==> src/hdl/mbps_pkg.sv <==
`timescale 1ns / 1ps
// ----------------------------------------------------------------------------
// mbps_pkg: shared constants and types of the masked byte pattern scanner
// Register indexes, mode codes, widths and the item record passed between the
// tally stage and the decision stage.
// ----------------------------------------------------------------------------
package mbps_pkg;

    localparam int MAX_PATTERN = 16;
    localparam int OFFSET_BITS = 32;
    localparam int LEN_BITS    = $clog2(MAX_PATTERN + 1);
    localparam int IDX_BITS    = $clog2(MAX_PATTERN);
    localparam int CFG_BITS    = 3;
    localparam int CFG_WIDTH   = 64;
    localparam int THR_BITS    = 9;
    localparam int PROD_BITS   = THR_BITS + LEN_BITS;

    localparam logic [CFG_BITS-1:0] CFG_PAT_LO    = 3'd0;
    localparam logic [CFG_BITS-1:0] CFG_PAT_HI    = 3'd1;
    localparam logic [CFG_BITS-1:0] CFG_CARE_MASK = 3'd2;
    localparam logic [CFG_BITS-1:0] CFG_LENGTH    = 3'd3;
    localparam logic [CFG_BITS-1:0] CFG_BASE      = 3'd4;
    localparam logic [CFG_BITS-1:0] CFG_MODE      = 3'd5;
    localparam logic [CFG_BITS-1:0] CFG_THRESHOLD = 3'd6;

    localparam logic [1:0] MODE_ALL   = 2'd0;
    localparam logic [1:0] MODE_FIRST = 2'd1;
    localparam logic [1:0] MODE_FUZZY = 2'd2;

    localparam logic [THR_BITS-1:0] THR_FULL = 9'd256;

    typedef logic [OFFSET_BITS-1:0] offset_t;

    typedef struct packed {
        logic                eob;
        logic                complete;
        offset_t             offset;
        logic [LEN_BITS-1:0] matched;
    } tally_t;

    function automatic logic [7:0] pat_at(input logic [127:0] pat,
                                          input logic [IDX_BITS-1:0] idx);
        pat_at = pat[{idx, 3'b000} +: 8];
    endfunction

endpackage

==> src/hdl/mbps_if.sv <==
`timescale 1ns / 1ps
// ----------------------------------------------------------------------------
// mbps_if: item channels of the masked byte pattern scanner
// Byte channel into the scanner and result channel out of it, valid/ready.
// ----------------------------------------------------------------------------
interface mbps_in_if;
    logic       valid;
    logic       ready;
    logic [7:0] data_byte;
    logic       end_of_buffer;

    modport source (output valid, output data_byte, output end_of_buffer, input ready);
    modport sink   (input valid, input data_byte, input end_of_buffer, output ready);
endinterface

interface mbps_out_if;
    logic        valid;
    logic        ready;
    logic        found;
    logic [31:0] match_offset;
    logic [63:0] match_address;
    logic [4:0]  matched_count;
    logic [4:0]  care_count;
    logic        last;

    modport source (output valid, output found, output match_offset, output match_address,
                    output matched_count, output care_count, output last, input ready);
    modport sink   (input valid, input found, input match_offset, input match_address,
                    input matched_count, input care_count, input last, output ready);
endinterface

==> src/hdl/masked_byte_pattern_scan.sv <==
`timescale 1ns / 1ps
// ----------------------------------------------------------------------------
// masked_byte_pattern_scan: wildcard byte signature scanner
// A row of window cells compares the latest bytes with a masked pattern;
// exact, first-exact and fuzzy first-or-best reporting per buffer.
// ----------------------------------------------------------------------------
//  channel    dir  payload                                            handshake
//  byte_ch    in   data_byte, end_of_buffer                           valid/ready
//  result_ch  out  found, match_offset, match_address, matched_count, valid/ready
//                  care_count, last
//  cfg        in   cfg_index, cfg_wdata                               cfg_we
//
//  One item per cycle sustained while result_ch.ready is high; a result is
//  presented after its item has passed the cell row (loaded on the edge that
//  takes the item), then the tally register, then the result register.
//  The cell row, tally and result register each hold one item; a stalled
//  result register backs up the stages behind it before byte_ch.ready drops.
//  Reset clears the window, counters and configuration at once; no sweep.
// ----------------------------------------------------------------------------
module masked_byte_pattern_scan (
    input  logic                           clk,
    input  logic                           rst_n,
    input  logic                           cfg_we,
    input  logic [mbps_pkg::CFG_BITS-1:0]  cfg_index,
    input  logic [mbps_pkg::CFG_WIDTH-1:0] cfg_wdata,
    mbps_in_if.sink                        byte_ch,
    mbps_out_if.source                     result_ch
);
    import mbps_pkg::*;

    logic [63:0]          pat_lo_reg;
    logic [63:0]          pat_hi_reg;
    logic [15:0]          care_reg;
    logic [4:0]           len_reg;
    logic [63:0]          base_reg;
    logic [1:0]           mode_reg;
    logic [THR_BITS-1:0]  thr_reg;
    logic [LEN_BITS-1:0]  cares_reg;
    logic [LEN_BITS-1:0]  cares_next;

    offset_t              seen_reg;
    offset_t              seen_next;
    offset_t              seen_inc;
    logic                 cell_valid_reg;
    logic                 cell_valid_next;
    logic                 cell_eob_reg;
    logic                 cell_complete_reg;
    offset_t              cell_offset_reg;

    logic [LEN_BITS-1:0]  len_c;
    logic [127:0]         pattern;
    logic                 accept;
    logic                 complete;
    logic                 cell_go;
    logic                 tally_valid;
    logic                 tally_free;
    logic                 dec_go;
    tally_t               tally_item;

    logic [7:0]             win [MAX_PATTERN];
    logic [MAX_PATTERN-1:0] hits;

    always_ff @(posedge clk or negedge rst_n)
    begin
        if (!rst_n)
        begin
            pat_lo_reg <= '0;
            pat_hi_reg <= '0;
            care_reg   <= '0;
            len_reg    <= 5'd1;
            base_reg   <= '0;
            mode_reg   <= MODE_ALL;
            thr_reg    <= THR_FULL;
        end
        else if (cfg_we)
        begin
            case (cfg_index)
                CFG_PAT_LO:    pat_lo_reg <= cfg_wdata;
                CFG_PAT_HI:    pat_hi_reg <= cfg_wdata;
                CFG_CARE_MASK: care_reg   <= cfg_wdata[15:0];
                CFG_LENGTH:    len_reg    <= cfg_wdata[4:0];
                CFG_BASE:      base_reg   <= cfg_wdata;
                CFG_MODE:      mode_reg   <= cfg_wdata[1:0];
                CFG_THRESHOLD: thr_reg    <= cfg_wdata[THR_BITS-1:0];
                default:       ;
            endcase
        end
    end

    assign len_c   = (LEN_BITS'(len_reg) > LEN_BITS'(MAX_PATTERN))
                     ? LEN_BITS'(MAX_PATTERN) : LEN_BITS'(len_reg);
    assign pattern = {pat_hi_reg, pat_lo_reg};

    always_comb
    begin
        cares_next = '0;
        for (int k = 0; k < MAX_PATTERN; k++)
        begin
            if (care_reg[k] && (LEN_BITS'(k) < len_c))
            begin
                cares_next = cares_next + LEN_BITS'(1);
            end
        end
    end

    // byte counter and window position of the incoming item
    assign accept   = byte_ch.valid && byte_ch.ready;
    assign seen_inc = (seen_reg == '1) ? seen_reg : seen_reg + OFFSET_BITS'(1);
    assign complete = (len_c != '0) && (seen_inc >= OFFSET_BITS'(len_c));

    always_comb
    begin
        seen_next       = seen_reg;
        cell_valid_next = cell_valid_reg;
        if (accept)
        begin
            seen_next       = byte_ch.end_of_buffer ? '0 : seen_inc;
            cell_valid_next = 1'b1;
        end
        else if (cell_go)
        begin
            cell_valid_next = 1'b0;
        end
    end

    always_ff @(posedge clk or negedge rst_n)
    begin
        if (!rst_n)
        begin
            seen_reg       <= '0;
            cell_valid_reg <= 1'b0;
            cares_reg      <= '0;
        end
        else
        begin
            seen_reg       <= seen_next;
            cell_valid_reg <= cell_valid_next;
            cares_reg      <= cares_next;
        end
    end

    always_ff @(posedge clk)
    begin
        if (accept)
        begin
            cell_eob_reg      <= byte_ch.end_of_buffer;
            cell_complete_reg <= complete;
            cell_offset_reg   <= seen_inc - OFFSET_BITS'(len_c);
        end
    end

    // cell row: cell k holds the byte k positions back and checks pattern
    // slot len-1-k
    genvar k;
    generate
        for (k = 0; k < MAX_PATTERN; k++)
        begin : g_cell
            logic [LEN_BITS-1:0] slot;
            logic                in_use;
            logic [7:0]          src;

            assign slot   = len_c - LEN_BITS'(k) - LEN_BITS'(1);
            assign in_use = LEN_BITS'(k) < len_c;

            if (k == 0)
            begin : g_head
                assign src = byte_ch.data_byte;
            end
            else
            begin : g_body
                assign src = win[k-1];
            end

            mbps_cell u_cell (
                .clk      (clk),
                .rst_n    (rst_n),
                .shift    (accept),
                .data_in  (src),
                .pat_byte (pat_at(pattern, slot[IDX_BITS-1:0])),
                .care     (in_use && care_reg[slot[IDX_BITS-1:0]]),
                .data_out (win[k]),
                .hit      (hits[k])
            );
        end
    endgenerate

    assign tally_free    = !tally_valid || dec_go;
    assign cell_go       = cell_valid_reg && tally_free;
    assign byte_ch.ready = !cell_valid_reg || cell_go;

    mbps_tally u_tally (
        .clk      (clk),
        .rst_n    (rst_n),
        .load     (cell_go),
        .drain    (dec_go),
        .hits     (hits),
        .eob      (cell_eob_reg),
        .complete (cell_complete_reg),
        .offset   (cell_offset_reg),
        .valid    (tally_valid),
        .item     (tally_item)
    );

    mbps_decide u_decide (
        .clk          (clk),
        .rst_n        (rst_n),
        .valid        (tally_valid),
        .item         (tally_item),
        .mode         (mode_reg),
        .threshold    (thr_reg),
        .cares        (cares_reg),
        .base_address (base_reg),
        .go           (dec_go),
        .result_ch    (result_ch)
    );
endmodule

==> src/hdl/mbps_cell.sv <==
`timescale 1ns / 1ps
// ----------------------------------------------------------------------------
// mbps_cell: one window position of the scanner
// Holds one window byte, hands it to the next cell on each shift and records
// whether the incoming byte matches the pattern byte assigned to this slot.
// ----------------------------------------------------------------------------
module mbps_cell (
    input  logic       clk,
    input  logic       rst_n,
    input  logic       shift,
    input  logic [7:0] data_in,
    input  logic [7:0] pat_byte,
    input  logic       care,
    output logic [7:0] data_out,
    output logic       hit
);
    logic [7:0] data_reg;
    logic [7:0] data_next;
    logic       hit_reg;
    logic       hit_next;

    always_comb
    begin
        data_next = data_reg;
        hit_next  = hit_reg;
        if (shift)
        begin
            data_next = data_in;
            hit_next  = care && (data_in == pat_byte);
        end
    end

    always_ff @(posedge clk or negedge rst_n)
    begin
        if (!rst_n)
        begin
            data_reg <= '0;
            hit_reg  <= 1'b0;
        end
        else
        begin
            data_reg <= data_next;
            hit_reg  <= hit_next;
        end
    end

    assign data_out = data_reg;
    assign hit      = hit_reg;
endmodule

==> src/hdl/mbps_tally.sv <==
`timescale 1ns / 1ps
// ----------------------------------------------------------------------------
// mbps_tally: match count stage
// Counts the hit flags of the cell row and registers the count with the
// item's window position.
// ----------------------------------------------------------------------------
module mbps_tally (
    input  logic                            clk,
    input  logic                            rst_n,
    input  logic                            load,
    input  logic                            drain,
    input  logic [mbps_pkg::MAX_PATTERN-1:0] hits,
    input  logic                            eob,
    input  logic                            complete,
    input  mbps_pkg::offset_t               offset,
    output logic                            valid,
    output mbps_pkg::tally_t                item
);
    import mbps_pkg::*;

    logic                valid_reg;
    logic                valid_next;
    tally_t              item_reg;
    tally_t              item_next;
    logic [LEN_BITS-1:0] count;

    always_comb
    begin
        count = '0;
        for (int k = 0; k < MAX_PATTERN; k++)
        begin
            count = count + LEN_BITS'(hits[k]);
        end
    end

    always_comb
    begin
        valid_next = valid_reg;
        item_next  = item_reg;
        if (load)
        begin
            valid_next         = 1'b1;
            item_next.eob      = eob;
            item_next.complete = complete;
            item_next.offset   = offset;
            item_next.matched  = count;
        end
        else if (drain)
        begin
            valid_next = 1'b0;
        end
    end

    always_ff @(posedge clk or negedge rst_n)
    begin
        if (!rst_n)
        begin
            valid_reg <= 1'b0;
        end
        else
        begin
            valid_reg <= valid_next;
        end
    end

    always_ff @(posedge clk)
    begin
        item_reg <= item_next;
    end

    assign valid = valid_reg;
    assign item  = item_reg;
endmodule

==> src/hdl/mbps_decide.sv <==
`timescale 1ns / 1ps
// ----------------------------------------------------------------------------
// mbps_decide: match decision and result register
// Applies the scan mode, keeps the per-buffer hit and best-window record and
// loads the result register that drives the result channel.
// ----------------------------------------------------------------------------
module mbps_decide (
    input  logic                               clk,
    input  logic                               rst_n,
    input  logic                               valid,
    input  mbps_pkg::tally_t                   item,
    input  logic [1:0]                         mode,
    input  logic [mbps_pkg::THR_BITS-1:0]      threshold,
    input  logic [mbps_pkg::LEN_BITS-1:0]      cares,
    input  logic [63:0]                        base_address,
    output logic                               go,
    mbps_out_if.source                         result_ch
);
    import mbps_pkg::*;

    logic                hit_rep_reg;
    logic                hit_rep_next;
    logic [LEN_BITS-1:0] best_m_reg;
    logic [LEN_BITS-1:0] best_m_next;
    offset_t             best_off_reg;
    offset_t             best_off_next;
    logic                res_valid_reg;
    logic                res_valid_next;
    logic                found_reg;
    logic                found_next;
    logic [31:0]         offset_reg;
    logic [31:0]         offset_next;
    logic [63:0]         address_reg;
    logic [63:0]         address_next;
    logic [4:0]          matched_reg;
    logic [4:0]          matched_next;
    logic [4:0]          cares_reg;
    logic [4:0]          cares_next;
    logic                last_reg;
    logic                last_next;

    logic                fuzzy;
    logic                thr_ok;
    logic                eligible;
    logic                reach;
    logic                better;
    logic [LEN_BITS-1:0] best_m_upd;
    offset_t             best_off_upd;
    logic                hit;
    logic                want;
    logic                f;
    offset_t             off;
    logic [LEN_BITS-1:0] mc;
    logic                out_free;

    always_comb
    begin
        fuzzy    = (mode == MODE_FUZZY);
        thr_ok   = (threshold <= THR_FULL);
        eligible = item.complete && thr_ok && !hit_rep_reg && (cares != '0);
        reach    = PROD_BITS'({item.matched, 8'h00})
                   >= (PROD_BITS'(threshold) * PROD_BITS'(cares));
        better       = eligible && (item.matched > best_m_reg);
        best_m_upd   = better ? item.matched : best_m_reg;
        best_off_upd = better ? item.offset : best_off_reg;

        hit  = 1'b0;
        want = 1'b0;
        f    = 1'b0;
        off  = '0;
        mc   = '0;
        if (fuzzy)
        begin
            hit = eligible && reach;
            if (hit)
            begin
                want = 1'b1;
                f    = 1'b1;
                off  = item.offset;
                mc   = item.matched;
            end
            else if (item.eob)
            begin
                want = 1'b1;
                if (thr_ok && !hit_rep_reg && (best_m_upd != '0))
                begin
                    f   = 1'b1;
                    off = best_off_upd;
                    mc  = best_m_upd;
                end
            end
        end
        else
        begin
            hit = item.complete && (item.matched == cares)
                  && ((mode != MODE_FIRST) || !hit_rep_reg);
            if (hit)
            begin
                want = 1'b1;
                f    = 1'b1;
                off  = item.offset;
                mc   = item.matched;
            end
            else if (item.eob)
            begin
                want = 1'b1;
            end
        end

        out_free = !res_valid_reg || result_ch.ready;
        go       = valid && (!want || out_free);
    end

    always_comb
    begin
        hit_rep_next   = hit_rep_reg;
        best_m_next    = best_m_reg;
        best_off_next  = best_off_reg;
        res_valid_next = res_valid_reg;
        found_next     = found_reg;
        offset_next    = offset_reg;
        address_next   = address_reg;
        matched_next   = matched_reg;
        cares_next     = cares_reg;
        last_next      = last_reg;

        if (go)
        begin
            if (item.eob)
            begin
                hit_rep_next  = 1'b0;
                best_m_next   = '0;
                best_off_next = '0;
            end
            else
            begin
                hit_rep_next = hit_rep_reg || hit;
                if (fuzzy)
                begin
                    best_m_next   = best_m_upd;
                    best_off_next = best_off_upd;
                end
            end
        end

        if (go && want)
        begin
            res_valid_next = 1'b1;
            found_next     = f;
            offset_next    = 32'(off);
            address_next   = f ? (base_address + 64'(32'(off))) : 64'd0;
            matched_next   = 5'(mc);
            cares_next     = 5'(cares);
            last_next      = item.eob;
        end
        else if (result_ch.ready)
        begin
            res_valid_next = 1'b0;
        end
    end

    always_ff @(posedge clk or negedge rst_n)
    begin
        if (!rst_n)
        begin
            hit_rep_reg   <= 1'b0;
            best_m_reg    <= '0;
            best_off_reg  <= '0;
            res_valid_reg <= 1'b0;
        end
        else
        begin
            hit_rep_reg   <= hit_rep_next;
            best_m_reg    <= best_m_next;
            best_off_reg  <= best_off_next;
            res_valid_reg <= res_valid_next;
        end
    end

    always_ff @(posedge clk)
    begin
        found_reg   <= found_next;
        offset_reg  <= offset_next;
        address_reg <= address_next;
        matched_reg <= matched_next;
        cares_reg   <= cares_next;
        last_reg    <= last_next;
    end

    assign result_ch.valid         = res_valid_reg;
    assign result_ch.found         = found_reg;
    assign result_ch.match_offset  = offset_reg;
    assign result_ch.match_address = address_reg;
    assign result_ch.matched_count = matched_reg;
    assign result_ch.care_count    = cares_reg;
    assign result_ch.last          = last_reg;
endmodule
==> src/flat_wrapper.sv <==
// flat-port wrapper written by rule: the top's interface ports become plain ports
module masked_byte_pattern_scan_flat import mbps_pkg::*;
  (clk, rst_n, cfg_we, cfg_index, cfg_wdata, byte_ch_valid, byte_ch_data_byte, byte_ch_end_of_buffer, byte_ch_ready, result_ch_valid, result_ch_found, result_ch_match_offset, result_ch_match_address, result_ch_matched_count, result_ch_care_count, result_ch_last, result_ch_ready);
  mbps_in_if byte_ch_i ();
  mbps_out_if result_ch_i ();
  input  logic clk;
  input  logic rst_n;
  input  logic cfg_we;
  input  logic [mbps_pkg::CFG_BITS-1:0] cfg_index;
  input  logic [mbps_pkg::CFG_WIDTH-1:0] cfg_wdata;
  input wire logic [$bits(byte_ch_i.valid)-1:0] byte_ch_valid;
  input wire logic [$bits(byte_ch_i.data_byte)-1:0] byte_ch_data_byte;
  input wire logic [$bits(byte_ch_i.end_of_buffer)-1:0] byte_ch_end_of_buffer;
  output wire logic [$bits(byte_ch_i.ready)-1:0] byte_ch_ready;
  output wire logic [$bits(result_ch_i.valid)-1:0] result_ch_valid;
  output wire logic [$bits(result_ch_i.found)-1:0] result_ch_found;
  output wire logic [$bits(result_ch_i.match_offset)-1:0] result_ch_match_offset;
  output wire logic [$bits(result_ch_i.match_address)-1:0] result_ch_match_address;
  output wire logic [$bits(result_ch_i.matched_count)-1:0] result_ch_matched_count;
  output wire logic [$bits(result_ch_i.care_count)-1:0] result_ch_care_count;
  output wire logic [$bits(result_ch_i.last)-1:0] result_ch_last;
  input wire logic [$bits(result_ch_i.ready)-1:0] result_ch_ready;
  assign byte_ch_i.valid = byte_ch_valid;
  assign byte_ch_i.data_byte = byte_ch_data_byte;
  assign byte_ch_i.end_of_buffer = byte_ch_end_of_buffer;
  assign byte_ch_ready = byte_ch_i.ready;
  assign result_ch_valid = result_ch_i.valid;
  assign result_ch_found = result_ch_i.found;
  assign result_ch_match_offset = result_ch_i.match_offset;
  assign result_ch_match_address = result_ch_i.match_address;
  assign result_ch_matched_count = result_ch_i.matched_count;
  assign result_ch_care_count = result_ch_i.care_count;
  assign result_ch_last = result_ch_i.last;
  assign result_ch_i.ready = result_ch_ready;
  masked_byte_pattern_scan u_core (.clk(clk), .rst_n(rst_n), .cfg_we(cfg_we), .cfg_index(cfg_index), .cfg_wdata(cfg_wdata), .byte_ch(byte_ch_i), .result_ch(result_ch_i));
endmodule
==> config.mk <==
export PLATFORM = sky130hd
export DESIGN_NAME = masked_byte_pattern_scan_flat
export DESIGN_NICKNAME = d
export VERILOG_FILES = /design/src/hdl/mbps_pkg.sv /design/src/hdl/mbps_if.sv /design/src/hdl/masked_byte_pattern_scan.sv /design/src/hdl/mbps_cell.sv /design/src/hdl/mbps_tally.sv /design/src/hdl/mbps_decide.sv /design/src/flat_wrapper.sv
export SDC_FILE = /design/constraint.sdc
export NUM_CORES = 2
export LEC_CHECK = 0
export BUFFER_PORTS_ARGS = -buffer_cell sky130_fd_sc_hd__buf_4
export CAP_MARGIN = 15
export CORE_MARGIN = 1
export CORE_UTILIZATION = 30
export DETAILED_ROUTE_END_ITERATION = 8
export SYNTH_ARGS = -nofsm -noshare
export SYNTH_HDL_FRONTEND = slang
export SYNTH_SLANG_ARGS = --single-unit
==> constraint.sdc <==
create_clock -name clk -period 32.4 [get_ports clk]
set_input_delay 6.48 -clock clk [delete_from_list [all_inputs] [get_ports clk]]
set_output_delay 6.48 -clock clk [all_outputs]
set_load 0.1 [all_outputs]
# Yosys cells after proc, flatten, opt, wreduce, memory -nomap -nowiden
# Index checks and enable logic that the tools add are counted.
[totals]
reg_bits = 619
romBits = 0
out_inout_bits = 110
ramBits = 0
latch_bits = 0
elab_cells = 375
mem_count = 0
[classes]
n_bitwise = 0
div_mod_pow = 0
reduce_logical = 89
eq_ne = 26
n_lt_le_gt_ge = 37
add_sub_neg = 63
n_mul = 1
shifts = 16
mux = 84
[op_table]
columns = ["op", "count"]
rows = [
  ["variable part select 128 x 8 -> 8 bit", 16],
  ["two-way mux 32 bit", 10],
  ["equality test 8 bit", 16],
  ["two-way mux 5 bit", 24],
  ["less-than comparator 4 x 5 -> 1 bit (second input constant)", 16],
  ["adder 5 x 1 -> 5 bit (second input constant)", 14],
  ["adder 64 x 32 -> 64 bit", 1],
  ["binary-select mux 1 bit (select 4 bit)", 16],
  ["subtractor 4 x 1 -> 4 bit (second input constant)", 16],
  ["logical AND 1 bit", 62],
  ["adder 5 x 1 -> 5 bit", 11],
  ["less-than comparator 4 x 5 -> 1 bit (first input constant)", 8],
  ["two-way mux 1 bit", 34],
  ["adder 32 x 1 -> 32 bit (second input constant)", 1],
  ["equality test 32 bit (second input constant)", 1],
  ["greater-or-equal comparator 32 x 5 -> 1 bit", 1],
  ["subtractor 32 x 5 -> 32 bit", 1],
  ["subtractor 4 bit (second input constant)", 8],
  ["less-than comparator 3 x 5 -> 1 bit (first input constant)", 4],
  ["AND reduction 2 bit", 8],
  ["subtractor 4 x 3 -> 4 bit (second input constant)", 4],
  ["nonzero test 5 bit", 3],
  ["greater-or-equal comparator 13 x 14 -> 1 bit", 1],
  ["multiplier 9 x 5 -> 14 bit", 1],
  ["other kinds (21)", 39],
]

# Longest topological paths before layout
[depth]
word_depth = 35
mapped_depth = 59
ltp_nobuf = 52

# Hierarchy
# Synthesis repeated with hierarchy kept, for this count alone.
[hier_totals]
cells_unflattened = 3249
area_unflattened_um2 = 39041.2
[modules_own_cells]
columns = ["mod", "cells_each", "n_inst", "area_per_inst_um2"]
rows = [
  ["masked_byte_pattern_scan", 1784, 1, 21097.7],
  ["mbps_decide", 882, 1, 9411.5],
  ["mbps_cell", 31, 16, 432.9],
  ["mbps_tally", 87, 1, 1605.3],
]

# Worst setup path after synthesis
# No wires, ideal clock.
[synth_timing]
kind = "input to output"
startpoint = "input result_ch_ready"
endpoint = "output byte_ch_ready"
arrival_ps = 7241
path_stages = 3
setup_slack_ps = 18679
cell_sequence = "nor2b_1 nand3_1 or2_2"
[synth_between]
elab_chain_len = 6
[synth_rtl]
columns = ["element", "line", "source"]
rows = [
  ["start, declared", "flat_wrapper.sv:22", "input wire logic [$bits(result_ch_i.ready)-1:0] result_ch_ready;"],
  ["logical OR 1 bit", "mbps_decide.sv:110", "out_free = !res_valid_reg || result_ch.ready;"],
  ["logical OR 1 bit", "mbps_decide.sv:111", "go = valid && (!want || out_free);"],
  ["logical AND 1 bit", "mbps_decide.sv:111", ""],
  ["logical OR 1 bit", "masked_byte_pattern_scan.sv:187", "assign tally_free = !tally_valid || dec_go;"],
  ["logical AND 1 bit", "masked_byte_pattern_scan.sv:188", "assign cell_go = cell_valid_reg && tally_free;"],
  ["logical OR 1 bit", "masked_byte_pattern_scan.sv:189", "assign byte_ch.ready = !cell_valid_reg || cell_go;"],
  ["end, declared", "flat_wrapper.sv:14", "output wire logic [$bits(byte_ch_i.ready)-1:0] byte_ch_ready;"],
]
# No other way between the ends.

# Worst setup path after layout
# Ends and elaborated chain as after synthesis.

==> summary by stage <==
Critical path
The worst setup path category is in2out. The worst register-to-register path ends at u_core.u_decide.result_ch.match_address[62]. The worst register-to-register path begins at u_core.cares_reg[4]. The required time at the endpoint of the critical path is about 26 ns.

The type of origin of the critical path is an input port. The element type at the critical path end is a primary output. The maximum net fanout on the critical path is 3. The worst reg2reg path depth is 42.

Across all register-to-register paths, the minimum setup slack is between 20 and 25 ns. The data arrival time at the worst-slack endpoint is about 7.7 ns.

Yosys
After Yosys synthesis, XOR and XNOR cells account for between 7 and 8% of the synthesized area. The share of the Yosys chip area taken by registers is between 40% and 50%. The cell area after synthesis is slightly below 0.04 mm². Summing the areas of all and, or, nand and nor instances in the mapped netlist gives under 10% of the synthesized area. The proportion of synthesized flip-flops having asynchronous set or reset is between 70% and 80%. The biggest area contributor in the post-synthesis netlist is sky130_fd_sc_hd__dfrtp_1. The top cell type by area accounts for between 20% and 30% of the synthesized area.

The number of synthesis warnings is 0. Each instance of the synthesized netlist takes up on average between 10 and 15 µm². The synthesized design contains roughly 620 register bits.

The proportion of synthesized area in mux cells is roughly a quarter. The dominant combinational cell family by area after synthesis is multiplexers. Ranked by total cell area, the synthesized netlist is headed by sky130_fd_sc_hd__dfrtp_1 (28%), sky130_fd_sc_hd__edfxtp_1 (14%), sky130_fd_sc_hd__mux2_2 (10%). Synthesis produced ~3.4k cells. The complex-gate fraction of the synthesized area is 8.76%. Yosys mapped the design onto 93 distinct sky130hd cell types.

Synthesis produced a netlist with a net count of 3563. Yosys mapped a number of flops with a built-in enable equal to roughly 180. The adder-cell share of the synthesized area is between 4 and 5%. The main flop type after synthesis is sky130_fd_sc_hd__dfrtp_1.

Cells and area
Counting the fill cells in the layout gives approximately 13k. In the layout the commonest cells are sky130_fd_sc_hd__dfrtp_1 (436), sky130_fd_sc_hd__mux2i_1 (371), sky130_fd_sc_hd__mux2_2 (348). The leading cell type in the layout, fill and taps excluded is sky130_fd_sc_hd__dfrtp_1. The final layout contains 3698 nets.

In the final layout, the share of cells above drive strength 1 is between 20% and 30%. The flip-flop count of the largest register after layout is 120. The post-synthesis to final-layout area growth is 14.9%. Cells fill 34.9% of the core in the end.

Drt
In the final routed layout, each cell accounts on average for ~23 µm. The detailed-route vias per instance is approximately 5.3. The number of design rule violations left after detail routing is 0. For this run, the detailed router's first-pass iteration total came to 8. The number of DRC violations after detailed-routing iteration 0 is 2288. The total via count in the routed design is between 20k and 30k. The count of antenna-violating nets left after detailed routing is 0.

The final layout contains routed wiring with a total length of ~120000 µm.

Timing
The post-layout minimum cycle time is around 14 ns. The worst relative slew slack is 21.0%. The hold violation count in the final report was 0. For the final database, setup skew stands at 0.0232 ns. The total setup violations reported at the end of the flow is 0. The achievable clock frequency is ~71 MHz. The worst path uses a little over two fifths of the clock period. Setup repair after global routing left no endpoint under its margin.

For the pin with the worst max-slew slack, the measured transition is 1.18 ns. The total negative slack for setup checks is 0 ns. The number of pins with negative max-slew slack in the final report is 0.

Die
From bottom edge to top edge, the die measures roughly 360 µm. The core area is around 0.13 mm². For this configuration, the core starts out at a cell density of 30.4%. The number of ports placed on the die boundary is 191.

The floorplan step defined a die boundary enclosing 0.129 mm². The number of rows in the core area is 130. From left edge to right edge, the die measures roughly 360 µm.

GRT
The first global-routing pass estimated 176000 µm of wire. The global-route usage over all layers is between 10% and 20%. After global routing the overflow that remains totals 0. The initial antenna violation count is 10. The via count of the first global-routing pass is approximately 27k. Entering global routing, the biggest net connects 200 pins.

Clock tree
Counting the buffers created by CTS gives 69. After clock tree synthesis, the setup repair step added 0 buffers. CTS placed an instance of sky130_fd_sc_hd__clkbuf_16 at the clock tree root. The longest clock path from root to sink contains 3 buffers.

TritonCTS built the clock tree. CTS built an H-tree with a depth of 3. The clock reaches the later pin of the worst-skew pair after roughly 0.64 ns. The count of cells resized by post-cts repair is 0. Buffers inserted to repair hold after CTS numbered 0. The clock drives about 620 sinks.

The clock-pin slew on the worst setup and hold paths is ~0.05 ns.

Hold path
The min-delay analysis places its worst path in the category reg2reg. The worst hold path was traced through 0 stages. The startpoint identified for the worst hold timing path is u_core.cell_offset_reg[8].

For hold timing, the worst endpoint is u_core.u_tally.item[13].

Job
The number of maximum-capacitance violations is 0.

Pwr
For this design the static power due to leakage is roughly 18 nW. VDD sags by at most 0.0458 mV. In this run the power density over the cells is between 90 and 100 mW/mm².

Placed design
Detailed placement ended at an HPWL of just under 90000 µm. In this run the tool buffered the top-level ports with 190 buffer cells. The global placement routability congestion is ~0.94.

Run status
The run finished with clean final reports.
## worst max-delay path, stage by stage
cell and delay (ns):
sky130_fd_sc_hd__buf_4 0.11, sky130_fd_sc_hd__nor2b_1 0.29, sky130_fd_sc_hd__nand3_1 0.19, sky130_fd_sc_hd__or2_2 0.33
sky130_fd_sc_hd__buf_4 0.24
## power breakdown
| part | switching (W) | internal (W) | total, W | leakage [nW] |
|---|---|---|---|---|
| clock | 0.000339 | 0.000470 | 0.000809 | 1.13 |
| combinational | 0.00131 | 0.000876 | 0.00218 | 10.1 |
| sequential | 0.000168 | 0.00101 | 0.00117 | 7.10 |
| total | 0.00181 | 0.00235 | 0.00417 | 18.3 |
## synthesized netlist by cell type, types with 5 or more instances
| library cell | number |
|---|---|
| sky130_fd_sc_hd__ha_1 | 99 |
| sky130_fd_sc_hd__a21oi_1 | 60 |
| sky130_fd_sc_hd__inv_1 | 87 |
| sky130_fd_sc_hd__nor2_1 | 146 |
| sky130_fd_sc_hd__o21a_1 | 25 |
| sky130_fd_sc_hd__edfxtp_1 | 181 |
| sky130_fd_sc_hd__clkbuf_1 | 126 |
| sky130_fd_sc_hd__mux4_2 | 63 |
| sky130_fd_sc_hd__and3_1 | 25 |
| sky130_fd_sc_hd__nand3_1 | 70 |
| sky130_fd_sc_hd__xor2_1 | 149 |
| sky130_fd_sc_hd__nor3_1 | 28 |
| sky130_fd_sc_hd__fa_1 | 32 |
| sky130_fd_sc_hd__o31ai_1 | 32 |
| sky130_fd_sc_hd__mux2i_1 | 371 |
| sky130_fd_sc_hd__o211ai_1 | 7 |
| sky130_fd_sc_hd__o21bai_1 | 13 |
| sky130_fd_sc_hd__nor4_1 | 32 |
| sky130_fd_sc_hd__a31oi_1 | 51 |
| sky130_fd_sc_hd__a211o_1 | 5 |
| sky130_fd_sc_hd__mux2_2 | 348 |
| sky130_fd_sc_hd__a211oi_1 | 46 |
| sky130_fd_sc_hd__nor2b_1 | 62 |
| sky130_fd_sc_hd__nor3b_1 | 5 |
| sky130_fd_sc_hd__a22o_1 | 75 |
| sky130_fd_sc_hd__buf_1 | 29 |
| sky130_fd_sc_hd__nand2b_1 | 25 |
| sky130_fd_sc_hd__dfrtp_1 | 436 |
| sky130_fd_sc_hd__or2_2 | 7 |
| sky130_fd_sc_hd__xnor2_1 | 159 |
| sky130_fd_sc_hd__nand4_1 | 28 |
| sky130_fd_sc_hd__a21o_1 | 24 |
| sky130_fd_sc_hd__nand2_1 | 246 |
| sky130_fd_sc_hd__or4_1 | 7 |
| sky130_fd_sc_hd__or3_1 | 11 |
| sky130_fd_sc_hd__buf_2 | 11 |
| sky130_fd_sc_hd__and2_1 | 49 |
| sky130_fd_sc_hd__o22ai_1 | 7 |
| sky130_fd_sc_hd__xnor2_2 | 5 |
| sky130_fd_sc_hd__o21ai_0 | 75 |
## area by class of cell
class	count	area [µm²]	share of cell area [%]
sequential	619	16400	37.2
tap	1650	2060	4.68
clock inverter	31	319	0.723
timing repair buffer	233	1780	4.04
multi-input combinational	2471	21200	48.1
inverter	92	348	0.789
clock buffer	95	1980	4.48
antenna	4	10.0	0.0227
## how the worst max path moves through the flow
stage,from,endpoint,slack (ns),cells past startpoint
floorplan,result_ch_ready,byte_ch_ready,18.68,3
global placement,result_ch_ready,byte_ch_ready,18.30,5
detailed placement,result_ch_ready,byte_ch_ready,18.30,5
CTS,result_ch_ready,byte_ch_ready,18.28,5
global route,result_ch_ready,byte_ch_ready,18.17,5
finish,result_ch_ready,byte_ch_ready,18.27,5
## cell families after synthesis
kind of cell / Yosys count
flip-flops: 619
adder cells (fa/ha/maj): 131
multiplexers: 782
AND/OR/NAND/NOR: 763
AO/OA/AOI/OAI: 475
buffers and inverters: 261
XOR/XNOR: 320
## routing by layer
layer  up-vias  share of wire, %  track usage [%]
met2       846                46             28.2
li1      12557                 -                -
met3       173               6.2             2.91
met1     13942                45             25.0
met5         -             0.011                0
met4         2               2.9             5.17
## per-stage QoR
step / area (µm²) / hold WS (ns) / worst slack, ns / total power (W) / cells
floorplan: 38400 / 0.400 / 18.68 / 0.00273 / 3351
global route: 44100 / 0.424 / 18.17 / 0.00440 / 5191
detailed placement: 41800 / 0.405 / 18.30 / 0.00334 / 5065
global placement: 41800 / 0.400 / 18.30 / 0.00331 / 5065
finish: 44100 / 0.417 / 18.27 / 0.00417 / 5195
CTS: 44100 / 0.419 / 18.28 / 0.00417 / 5191
(Power assumes the default switching activity.)
